`config.mk`:
```
export PLATFORM = sky130hd
export DESIGN_NAME = sha256_byte_stream_hasher_top
export DESIGN_NICKNAME = d
export VERILOG_FILES = /design/src/hw/rtl/shabsh_pkg.sv /design/src/hw/rtl/shabsh_round.sv /design/src/hw/rtl/shabsh_sched.sv /design/src/hw/rtl/sha256_byte_stream_hasher_top.sv
export SDC_FILE = /design/constraint.sdc
export NUM_CORES = 2
export LEC_CHECK = 0
export ABC_CLOCK_PERIOD_IN_PS = 43200
export BUFFER_PORTS_ARGS = -buffer_cell sky130_fd_sc_hd__buf_4
export CAP_MARGIN = 20
export CORE_MARGIN = 4
export CORE_UTILIZATION = 45
export DETAILED_ROUTE_END_ITERATION = 8
export SYNTH_ARGS = -nofsm -noshare
export SYNTH_HDL_FRONTEND = slang
export SYNTH_SLANG_ARGS = --single-unit
```
`constraint.sdc`:
```
create_clock -name clk -period 43.2 [get_ports clk]
set_input_delay 4.32 -clock clk [delete_from_list [all_inputs] [get_ports clk]]
set_output_delay 4.32 -clock clk [all_outputs]
set_load 0.03 [all_outputs]
```
`src/hw/rtl/shabsh_pkg.sv`:
```
// shabsh_pkg: shared types, constants and functions of the SHA-256 byte-stream hasher.
// No dependencies; imported by shabsh_round, shabsh_sched and the top level.

package shabsh_pkg;

  typedef logic [31:0] word_t;
  typedef word_t [0:7] hstate_t;  // index 0 is a / H0

  localparam int unsigned BlockBytes = 64;
  localparam int unsigned Rounds     = 64;
  localparam int unsigned DigestLen  = 8;
  localparam logic [7:0]  PadMarker  = 8'h80;
  localparam logic [5:0]  LenStart   = 6'd56;

  localparam hstate_t InitHash = '{
    32'h6a09e667, 32'hbb67ae85, 32'h3c6ef372, 32'ha54ff53a,
    32'h510e527f, 32'h9b05688c, 32'h1f83d9ab, 32'h5be0cd19
  };

  typedef enum logic [2:0] {
    ST_IDLE,
    ST_COMP,
    ST_FOLD,
    ST_PAD,
    ST_OUT
  } state_t;

  // schedule window control from the sequencer
  typedef struct packed {
    logic       shift_byte;
    logic [7:0] byte_val;
    logic       shift_word;
  } sched_ctl_t;

  function automatic word_t rotr(input word_t x, input int unsigned n);
    rotr = (x >> n) | (x << (32 - n));
  endfunction

  function automatic word_t ssig0(input word_t x);
    ssig0 = rotr(x, 7) ^ rotr(x, 18) ^ (x >> 3);
  endfunction

  function automatic word_t ssig1(input word_t x);
    ssig1 = rotr(x, 17) ^ rotr(x, 19) ^ (x >> 10);
  endfunction

  function automatic word_t bsig0(input word_t x);
    bsig0 = rotr(x, 2) ^ rotr(x, 13) ^ rotr(x, 22);
  endfunction

  function automatic word_t bsig1(input word_t x);
    bsig1 = rotr(x, 6) ^ rotr(x, 11) ^ rotr(x, 25);
  endfunction

  function automatic word_t round_k(input logic [5:0] t);
    case (t)
      6'd0:  round_k = 32'h428a2f98;  6'd1:  round_k = 32'h71374491;
      6'd2:  round_k = 32'hb5c0fbcf;  6'd3:  round_k = 32'he9b5dba5;
      6'd4:  round_k = 32'h3956c25b;  6'd5:  round_k = 32'h59f111f1;
      6'd6:  round_k = 32'h923f82a4;  6'd7:  round_k = 32'hab1c5ed5;
      6'd8:  round_k = 32'hd807aa98;  6'd9:  round_k = 32'h12835b01;
      6'd10: round_k = 32'h243185be;  6'd11: round_k = 32'h550c7dc3;
      6'd12: round_k = 32'h72be5d74;  6'd13: round_k = 32'h80deb1fe;
      6'd14: round_k = 32'h9bdc06a7;  6'd15: round_k = 32'hc19bf174;
      6'd16: round_k = 32'he49b69c1;  6'd17: round_k = 32'hefbe4786;
      6'd18: round_k = 32'h0fc19dc6;  6'd19: round_k = 32'h240ca1cc;
      6'd20: round_k = 32'h2de92c6f;  6'd21: round_k = 32'h4a7484aa;
      6'd22: round_k = 32'h5cb0a9dc;  6'd23: round_k = 32'h76f988da;
      6'd24: round_k = 32'h983e5152;  6'd25: round_k = 32'ha831c66d;
      6'd26: round_k = 32'hb00327c8;  6'd27: round_k = 32'hbf597fc7;
      6'd28: round_k = 32'hc6e00bf3;  6'd29: round_k = 32'hd5a79147;
      6'd30: round_k = 32'h06ca6351;  6'd31: round_k = 32'h14292967;
      6'd32: round_k = 32'h27b70a85;  6'd33: round_k = 32'h2e1b2138;
      6'd34: round_k = 32'h4d2c6dfc;  6'd35: round_k = 32'h53380d13;
      6'd36: round_k = 32'h650a7354;  6'd37: round_k = 32'h766a0abb;
      6'd38: round_k = 32'h81c2c92e;  6'd39: round_k = 32'h92722c85;
      6'd40: round_k = 32'ha2bfe8a1;  6'd41: round_k = 32'ha81a664b;
      6'd42: round_k = 32'hc24b8b70;  6'd43: round_k = 32'hc76c51a3;
      6'd44: round_k = 32'hd192e819;  6'd45: round_k = 32'hd6990624;
      6'd46: round_k = 32'hf40e3585;  6'd47: round_k = 32'h106aa070;
      6'd48: round_k = 32'h19a4c116;  6'd49: round_k = 32'h1e376c08;
      6'd50: round_k = 32'h2748774c;  6'd51: round_k = 32'h34b0bcb5;
      6'd52: round_k = 32'h391c0cb3;  6'd53: round_k = 32'h4ed8aa4a;
      6'd54: round_k = 32'h5b9cca4f;  6'd55: round_k = 32'h682e6ff3;
      6'd56: round_k = 32'h748f82ee;  6'd57: round_k = 32'h78a5636f;
      6'd58: round_k = 32'h84c87814;  6'd59: round_k = 32'h8cc70208;
      6'd60: round_k = 32'h90befffa;  6'd61: round_k = 32'ha4506ceb;
      6'd62: round_k = 32'hbef9a3f7;  6'd63: round_k = 32'hc67178f2;
      default: round_k = 32'h0;
    endcase
  endfunction

endpackage

```
`src/hw/rtl/shabsh_round.sv`:
```
// shabsh_round: one SHA-256 compression round, shared over all 64 rounds.
// Depends on shabsh_pkg.

module shabsh_round
  import shabsh_pkg::*;
(
  input  hstate_t v_in,
  input  word_t   k_in,
  input  word_t   w_in,
  output hstate_t v_out
);

  word_t ch, mj, t1, t2;

  always_comb begin
    ch = (v_in[4] & v_in[5]) ^ (~v_in[4] & v_in[6]);
    mj = (v_in[0] & v_in[1]) ^ (v_in[0] & v_in[2]) ^ (v_in[1] & v_in[2]);
    t1 = v_in[7] + bsig1(v_in[4]) + ch + k_in + w_in;
    t2 = bsig0(v_in[0]) + mj;
    v_out[0] = t1 + t2;
    v_out[1] = v_in[0];
    v_out[2] = v_in[1];
    v_out[3] = v_in[2];
    v_out[4] = v_in[3] + t1;
    v_out[5] = v_in[4];
    v_out[6] = v_in[5];
    v_out[7] = v_in[6];
  end

endmodule

```
`src/hw/rtl/shabsh_sched.sv`:
```
// shabsh_sched: 16-word message window; byte shift-in for loading and padding,
// word shift with schedule expansion during compression. Depends on shabsh_pkg.

module shabsh_sched
  import shabsh_pkg::*;
(
  input  logic       clk,
  input  sched_ctl_t ctl,
  output word_t      w_t
);

  word_t w_r   [16];
  word_t w_nxt [16];
  word_t w_new;

  // next schedule word W[t+16] from the current window
  assign w_new = ssig1(w_r[14]) + w_r[9] + ssig0(w_r[1]) + w_r[0];
  assign w_t   = w_r[0];

  always_comb begin
    for (int i = 0; i < 16; i++) w_nxt[i] = w_r[i];
    if (ctl.shift_word) begin
      for (int i = 0; i < 15; i++) w_nxt[i] = w_r[i+1];
      w_nxt[15] = w_new;
    end else if (ctl.shift_byte) begin
      // whole window moves up one byte, oldest byte lands at top of word 0
      for (int i = 0; i < 15; i++) w_nxt[i] = {w_r[i][23:0], w_r[i+1][31:24]};
      w_nxt[15] = {w_r[15][23:0], ctl.byte_val};
    end
  end

  always_ff @(posedge clk) begin
    for (int i = 0; i < 16; i++) w_r[i] <= w_nxt[i];
  end

endmodule

```
`src/hw/rtl/sha256_byte_stream_hasher_top.sv`:
```
// sha256_byte_stream_hasher_top: SHA-256 over a byte stream, digest as eight words.
// Depends on shabsh_pkg, shabsh_sched and shabsh_round.

// The block hashes a message delivered one byte per input transfer (in_tuser = byte
// present, in_tlast = end of message) and returns the 256-bit digest as eight output
// transfers, most significant word first, out_tlast on the eighth. One input transfer
// is taken each cycle while in_tready is high; after every 64th byte the block runs
// 64 rounds on its single shared round unit and then folds the result into the
// chaining value. On end of message the padding bytes go through the same byte-wide
// window one per cycle (64 - n bytes, n = bytes in the open block), then through
// compression; when n >= 56 that happens twice. The eight digest transfers follow at
// one per cycle as the sink accepts them. in_tready is low during compression, fold,
// padding and readout; after the last digest word the chaining value returns to the
// initial hash and the byte count to zero. The bit length wraps modulo 2^64.

module sha256_byte_stream_hasher_top
  import shabsh_pkg::*;
(
  input  logic        clk,
  input  logic        rst_n,
  // input stream
  input  logic        in_tvalid,
  output logic        in_tready,
  input  logic [7:0]  in_tdata,   // [7:0] data_byte
  input  logic        in_tuser,   // [0] has_byte
  input  logic        in_tlast,   // end_of_message
  // digest stream
  output logic        out_tvalid,
  input  logic        out_tready,
  output logic [39:0] out_tdata,  // [31:0] digest_word, [34:32] word_index, rest zero
  output logic        out_tlast   // last_word
);

  state_t      state_r, state_nxt;
  logic [60:0] count_r, count_nxt;        // message bytes, wraps modulo 2^61
  logic [5:0]  rnd_r, rnd_nxt;            // round index during compression
  logic [5:0]  pad_pos_r, pad_pos_nxt;    // byte position within the padding block
  logic [2:0]  idx_r, idx_nxt;            // digest word being offered
  logic        first_r, first_nxt;        // 0x80 marker still to go
  logic        tail_r, tail_nxt;          // this padding block carries the length
  logic        end_pend_r, end_pend_nxt;  // message closed, padding owed
  logic        last_blk_r, last_blk_nxt;  // compression under way is the final one
  hstate_t     hash_r, hash_nxt;
  hstate_t     v_r, v_nxt;
  hstate_t     v_rnd;

  logic        in_xfer, out_xfer;
  logic [5:0]  pos;
  logic [63:0] len_bits;
  logic [7:0]  len_byte, pad_byte;
  word_t       w_t;
  sched_ctl_t  sctl;

  assign in_xfer  = in_tvalid && in_tready;
  assign out_xfer = out_tvalid && out_tready;
  assign pos      = count_r[5:0];
  assign len_bits = {count_r, 3'b000};
  // length goes out most significant byte first at positions 56..63
  assign len_byte = len_bits[{~pad_pos_r[2:0], 3'b000} +: 8];
  assign pad_byte = first_r ? PadMarker :
                    (tail_r && pad_pos_r >= LenStart) ? len_byte : 8'h00;

  shabsh_sched u_sched (
    .clk (clk),
    .ctl (sctl),
    .w_t (w_t)
  );

  shabsh_round u_round (
    .v_in  (v_r),
    .k_in  (round_k(rnd_r)),
    .w_in  (w_t),
    .v_out (v_rnd)
  );

  // next state
  always_comb begin
    state_nxt = state_r;
    case (state_r)
      ST_IDLE: begin
        if (in_xfer) begin
          if (in_tuser && pos == 6'(BlockBytes - 1)) state_nxt = ST_COMP;
          else if (in_tlast)                        state_nxt = ST_PAD;
        end
      end
      ST_COMP: begin
        if (rnd_r == 6'(Rounds - 1)) state_nxt = ST_FOLD;
      end
      ST_FOLD: begin
        if (last_blk_r)      state_nxt = ST_OUT;
        else if (end_pend_r) state_nxt = ST_PAD;
        else                 state_nxt = ST_IDLE;
      end
      ST_PAD: begin
        if (pad_pos_r == 6'(BlockBytes - 1)) state_nxt = ST_COMP;
      end
      ST_OUT: begin
        if (out_tready && idx_r == 3'(DigestLen - 1)) state_nxt = ST_IDLE;
      end
      default: state_nxt = ST_IDLE;
    endcase
  end

  // handshake and window control
  always_comb begin
    in_tready       = 1'b0;
    out_tvalid      = 1'b0;
    sctl.shift_byte = 1'b0;
    sctl.shift_word = 1'b0;
    sctl.byte_val   = in_tdata;
    case (state_r)
      ST_IDLE: begin
        in_tready       = 1'b1;
        sctl.shift_byte = in_xfer && in_tuser;
      end
      ST_COMP: sctl.shift_word = 1'b1;
      ST_PAD: begin
        sctl.shift_byte = 1'b1;
        sctl.byte_val   = pad_byte;
      end
      ST_OUT:  out_tvalid = 1'b1;
      default: ;
    endcase
  end

  assign out_tdata = {5'b0, idx_r, hash_r[idx_r]};
  assign out_tlast = (idx_r == 3'(DigestLen - 1));

  // datapath and bookkeeping
  always_comb begin
    count_nxt    = count_r;
    rnd_nxt      = rnd_r;
    pad_pos_nxt  = pad_pos_r;
    idx_nxt      = idx_r;
    first_nxt    = first_r;
    tail_nxt     = tail_r;
    end_pend_nxt = end_pend_r;
    last_blk_nxt = last_blk_r;
    hash_nxt     = hash_r;
    v_nxt        = v_r;
    case (state_r)
      ST_IDLE: begin
        if (in_xfer) begin
          if (in_tuser) count_nxt = count_r + 61'd1;
          if (in_tlast) begin
            end_pend_nxt = 1'b1;
            first_nxt    = 1'b1;
            pad_pos_nxt  = in_tuser ? pos + 6'd1 : pos;
            tail_nxt     = pad_pos_nxt < LenStart;
          end
          v_nxt = hash_r;
        end
      end
      ST_COMP: begin
        v_nxt   = v_rnd;
        rnd_nxt = rnd_r + 6'd1;
      end
      ST_FOLD: begin
        for (int i = 0; i < 8; i++) hash_nxt[i] = hash_r[i] + v_r[i];
        if (!last_blk_r && end_pend_r) begin
          pad_pos_nxt = 6'd0;
          tail_nxt    = 1'b1;
        end
      end
      ST_PAD: begin
        first_nxt   = 1'b0;
        pad_pos_nxt = pad_pos_r + 6'd1;
        if (pad_pos_r == 6'(BlockBytes - 1)) begin
          last_blk_nxt = tail_r;
          v_nxt        = hash_r;
        end
      end
      ST_OUT: begin
        if (out_tready) begin
          idx_nxt = idx_r + 3'd1;
          if (idx_r == 3'(DigestLen - 1)) begin
            hash_nxt     = InitHash;
            count_nxt    = '0;
            end_pend_nxt = 1'b0;
            last_blk_nxt = 1'b0;
          end
        end
      end
      default: ;
    endcase
  end

  always_ff @(posedge clk) begin
    if (!rst_n) begin
      state_r    <= ST_IDLE;
      count_r    <= '0;
      rnd_r      <= '0;
      pad_pos_r  <= '0;
      idx_r      <= '0;
      first_r    <= 1'b0;
      tail_r     <= 1'b0;
      end_pend_r <= 1'b0;
      last_blk_r <= 1'b0;
      hash_r     <= InitHash;
    end else begin
      state_r    <= state_nxt;
      count_r    <= count_nxt;
      rnd_r      <= rnd_nxt;
      pad_pos_r  <= pad_pos_nxt;
      idx_r      <= idx_nxt;
      first_r    <= first_nxt;
      tail_r     <= tail_nxt;
      end_pend_r <= end_pend_nxt;
      last_blk_r <= last_blk_nxt;
      hash_r     <= hash_nxt;
    end
  end

  always_ff @(posedge clk) begin
    v_r <= v_nxt;
  end

endmodule

```
==> flow_summary_export.csv <==
group,metric,value,unit
clock_tree,cts_resized,0,
worst_setup_path,end_kind,"flip-flop",
clock_tree,cts_tree,"done",
die,fp.dieArea,175000,um^2
yosys,synth_top_area_cell,"edfxtp_1",
grt,grt_max_degree,234,
worst_setup_path,cp_data_arrival_time,8.85,ns
die,boundaryPins,57,
hold_path,hold_path_class,"reg2reg",
yosys,synth_top_cell_area_share,30.4,%
yosys,synth-seq-cells,1139,
yosys,syn-mean-instance-area,8.85,um^2
worst_setup_path,reg2reg_slack,34.84,ns
detailed_routing,firstDrtPassIters,6,
worst_setup_path,worstPathRequired,43.69,ns
yosys,syn-instance-count,8573,
cells_and_area,mostFrequentLayoutCells,"nand2_1, edfxtp_1, o21ai_0, inv_1, a21oi_1",
timing,fmax,0.120,GHz
die,rows,150,
die,die_w,419,um
timing,maxSlewViolCount,0,
detailed_routing,wirelength,251000,um
cells_and_area,drive_gt1_share,6.31,%
clock_tree,clk_pin_slew_worst_paths,0.06,ns
cells_and_area,num-nets-final,8950,
grt,grt_pass1_wl,375000,um
timing,final-hold-violation-count,0,
yosys,async_flop_share,0,%
detailed_routing,wl_per_cell,23.5,um
cells_and_area,num-fill-cells,15800,
yosys,synth_edf_count,768,
placed_design,routabilityCongestion,0.984,
worst_setup_path,worst_r2r_path_depth,31,
worst_setup_path,crit_top_cell,"fa_1",
yosys,synth_cell_types,103,
die,start_util,45.3,%
timing,setup_ws,34.84,ns
timing,setup_viol,0,
job,drv_cap,0,
timing,hold_ws,0.468,ns
timing,setup_tns,0,ns
timing,worst_pin_slew,1.21,ns
detailed_routing,ant_nets,0,
hold_path,hp-start,"end_pend_r$_SDFFE_PN0P_",
worst_setup_path,critPathSlowestCell,"edfxtp_1",
yosys,synth_compound_area_share,14.2,%
placed_design,pre_cts_slack,34.87,ns
yosys,synth_xor_area_share,7.13,%
clock_tree,root_buffer,"clkbuf_16",
clock_tree,post-cts-setup-buffer-count,0,
yosys,synth_top_family_by_area,"simple AND/OR/NAND/NOR gates",
worst_setup_path,critPathLaunchType,"flip-flop",
clock_tree,cts_made_buffers,135,
detailed_routing,drcViolationCount,0,
die,core-area,167000,um^2
worst_setup_path,reg2reg_to,"v_r[255]$_DFFE_PP_",
clock_tree,insertion_delay,0.78,ns
worst_setup_path,cp_slowest_stage_delay,0.57,ns
timing,rsz0062_at_grt,"false",
hold_path,hold-path-cell-count,2,
yosys,synth_area_leaders,"edfxtp_1, nand2_1, dfxtp_1",
detailed_routing,drt_first_iter_violations,5471,
cells_and_area,layout_commonest_cell,"nand2_1",
timing,fin_crit_sh,19.3,%
run_status,outcome,"finished, final reports clean",
timing,post-route-min-period,8.36,ns
die,die_h,419,um
timing,clock_skew,0.0242,ns
hold_path,hold_path_end,"end_pend_r$_SDFFE_PN0P_",
clock_tree,clock_sinks,1139,
grt,antenna_found_initial,0,
worst_setup_path,critPathMaxFanout,6,
yosys,synthSimpleGateAreaFrac,18.5,%
cells_and_area,diodes,0,
grt,grt_pass1_vias,60200,
grt,grt_usage,28.1,%
clock_tree,clockBufferDepth,3,
cells_and_area,fin_util,49.2,%
yosys,yosysSeqAreaShare,40.2,%
grt,grt-ovfl-total,0,
yosys,ys.flop_type,"edfxtp_1",
worst_setup_path,critPathLaunch,"v_r[122]$_DFFE_PP_",
timing,relSlewSlack,19.5,%
clock_tree,cts_htree_levels,4,
placed_design,dpl.hpwl,182000,um
clock_tree,cts_hold_buf,0,
detailed_routing,vias_per_cell,5.79,
yosys,ys_warn_count,0,
cells_and_area,areaGrowthSynthToFinish,8.54,%
yosys,synthMuxAreaShare,3.50,%
yosys,synthAdderAreaFrac,11.7,%
yosys,netlist_area,75900,um^2
placed_design,io_buffers,51,
worst_setup_path,r2r-start,"v_r[122]$_DFFE_PP_",
worst_setup_path,crit_type,"reg2reg",
detailed_routing,num_vias,61700,
worst max path at each step:
stage	slack, ns	to
finish	34.84	v_r[255]$_DFFE_PP_
global route	34.42	v_r[255]$_DFFE_PP_
CTS	34.84	v_r[255]$_DFFE_PP_
detailed placement	34.87	v_r[255]$_DFFE_PP_
global placement	34.76	u_round.k_in[29]$_DFF_P_
floorplan	18.95	v_r[0]$_DFFE_PP_
flip-flops by register name, summed over array words and instances, names as in the netlist:
name and count:
u_sched.w_r 512, hash_r 256, v_r 256, count_r 61, u_round.k_in 32, pad_pos_r 6, rnd_r 6, idx_r 3
state_r 3, end_pend_r 1, first_r 1, last_blk_r 1, tail_r 1
worst max-delay path: cells and delay by family (launching register included):
family / cells / cell delay (ns)
compound gates: 15 / 3.21
fa+ha+maj: 7 / 2.88
xor+xnor: 4 / 0.95
flops: 1 / 0.57
buf+inv: 4 / 0.26
simple gates: 1 / 0.22
cells in the mapped netlist (20+ instances only):
master	n
a211oi_1	46
a21o_1	189
a21oi_1	426
a22oi_1	69
a31oi_1	51
and2_1	20
and3_1	49
buf_1	37
clkbuf_1	430
dfxtp_1	371
edfxtp_1	768
fa_1	195
ha_1	394
inv_1	443
mux2_2	64
mux4_2	78
nand2_1	2446
nand2b_1	62
nand3_1	108
nand4_1	30
nor2_1	407
nor2b_1	72
nor3_1	92
o211ai_1	45
o21a_1	67
o21ai_0	460
o21bai_1	43
o22ai_1	85
o31ai_1	35
or3_1	43
xnor2_1	392
xor2_1	226
final cells by class:
class | instances | area [um^2] | area share [%]
clock buffer | 193 | 3890 | 4.72
clock inverter | 56 | 611 | 0.741
inverter | 446 | 1670 | 2.03
multi-input combinational | 6499 | 41900 | 50.9
sequential | 1139 | 30500 | 37.0
tap | 2204 | 2760 | 3.35
timing repair buffer | 126 | 1020 | 1.24
through the flow:
stage,instance area (um^2),instances
6_report,82400,10700
5_1_grt,82400,10700
4_1_cts,82400,10700
3_5_place_dp,77900,10400
3_3_place_gp,77800,10400
2_1_floorplan,75900,8577
layer usage:
layer | vias up | share of wire, % | track usage (%)
li1 | 29000 | - | -
met1 | 30100 | 42 | 36.9
met4 | 0 | 5.2 | 13.1
met2 | 2201 | 46 | 45.7
met3 | 457 | 6.5 | 4.26
met5 | - | 0 | 0
cell families after synthesis:
kind of cell    after synthesis
buf+inv                     939
flops                      1139
mux                         160
xor+xnor                    618
fa+ha+maj                   592
compound gates             1712
simple gates               3412
other cells                   1
Power is left out: the tool's default activity adds up to more than one toggle a clock period on the data nets, which glitch-free logic cannot reach.
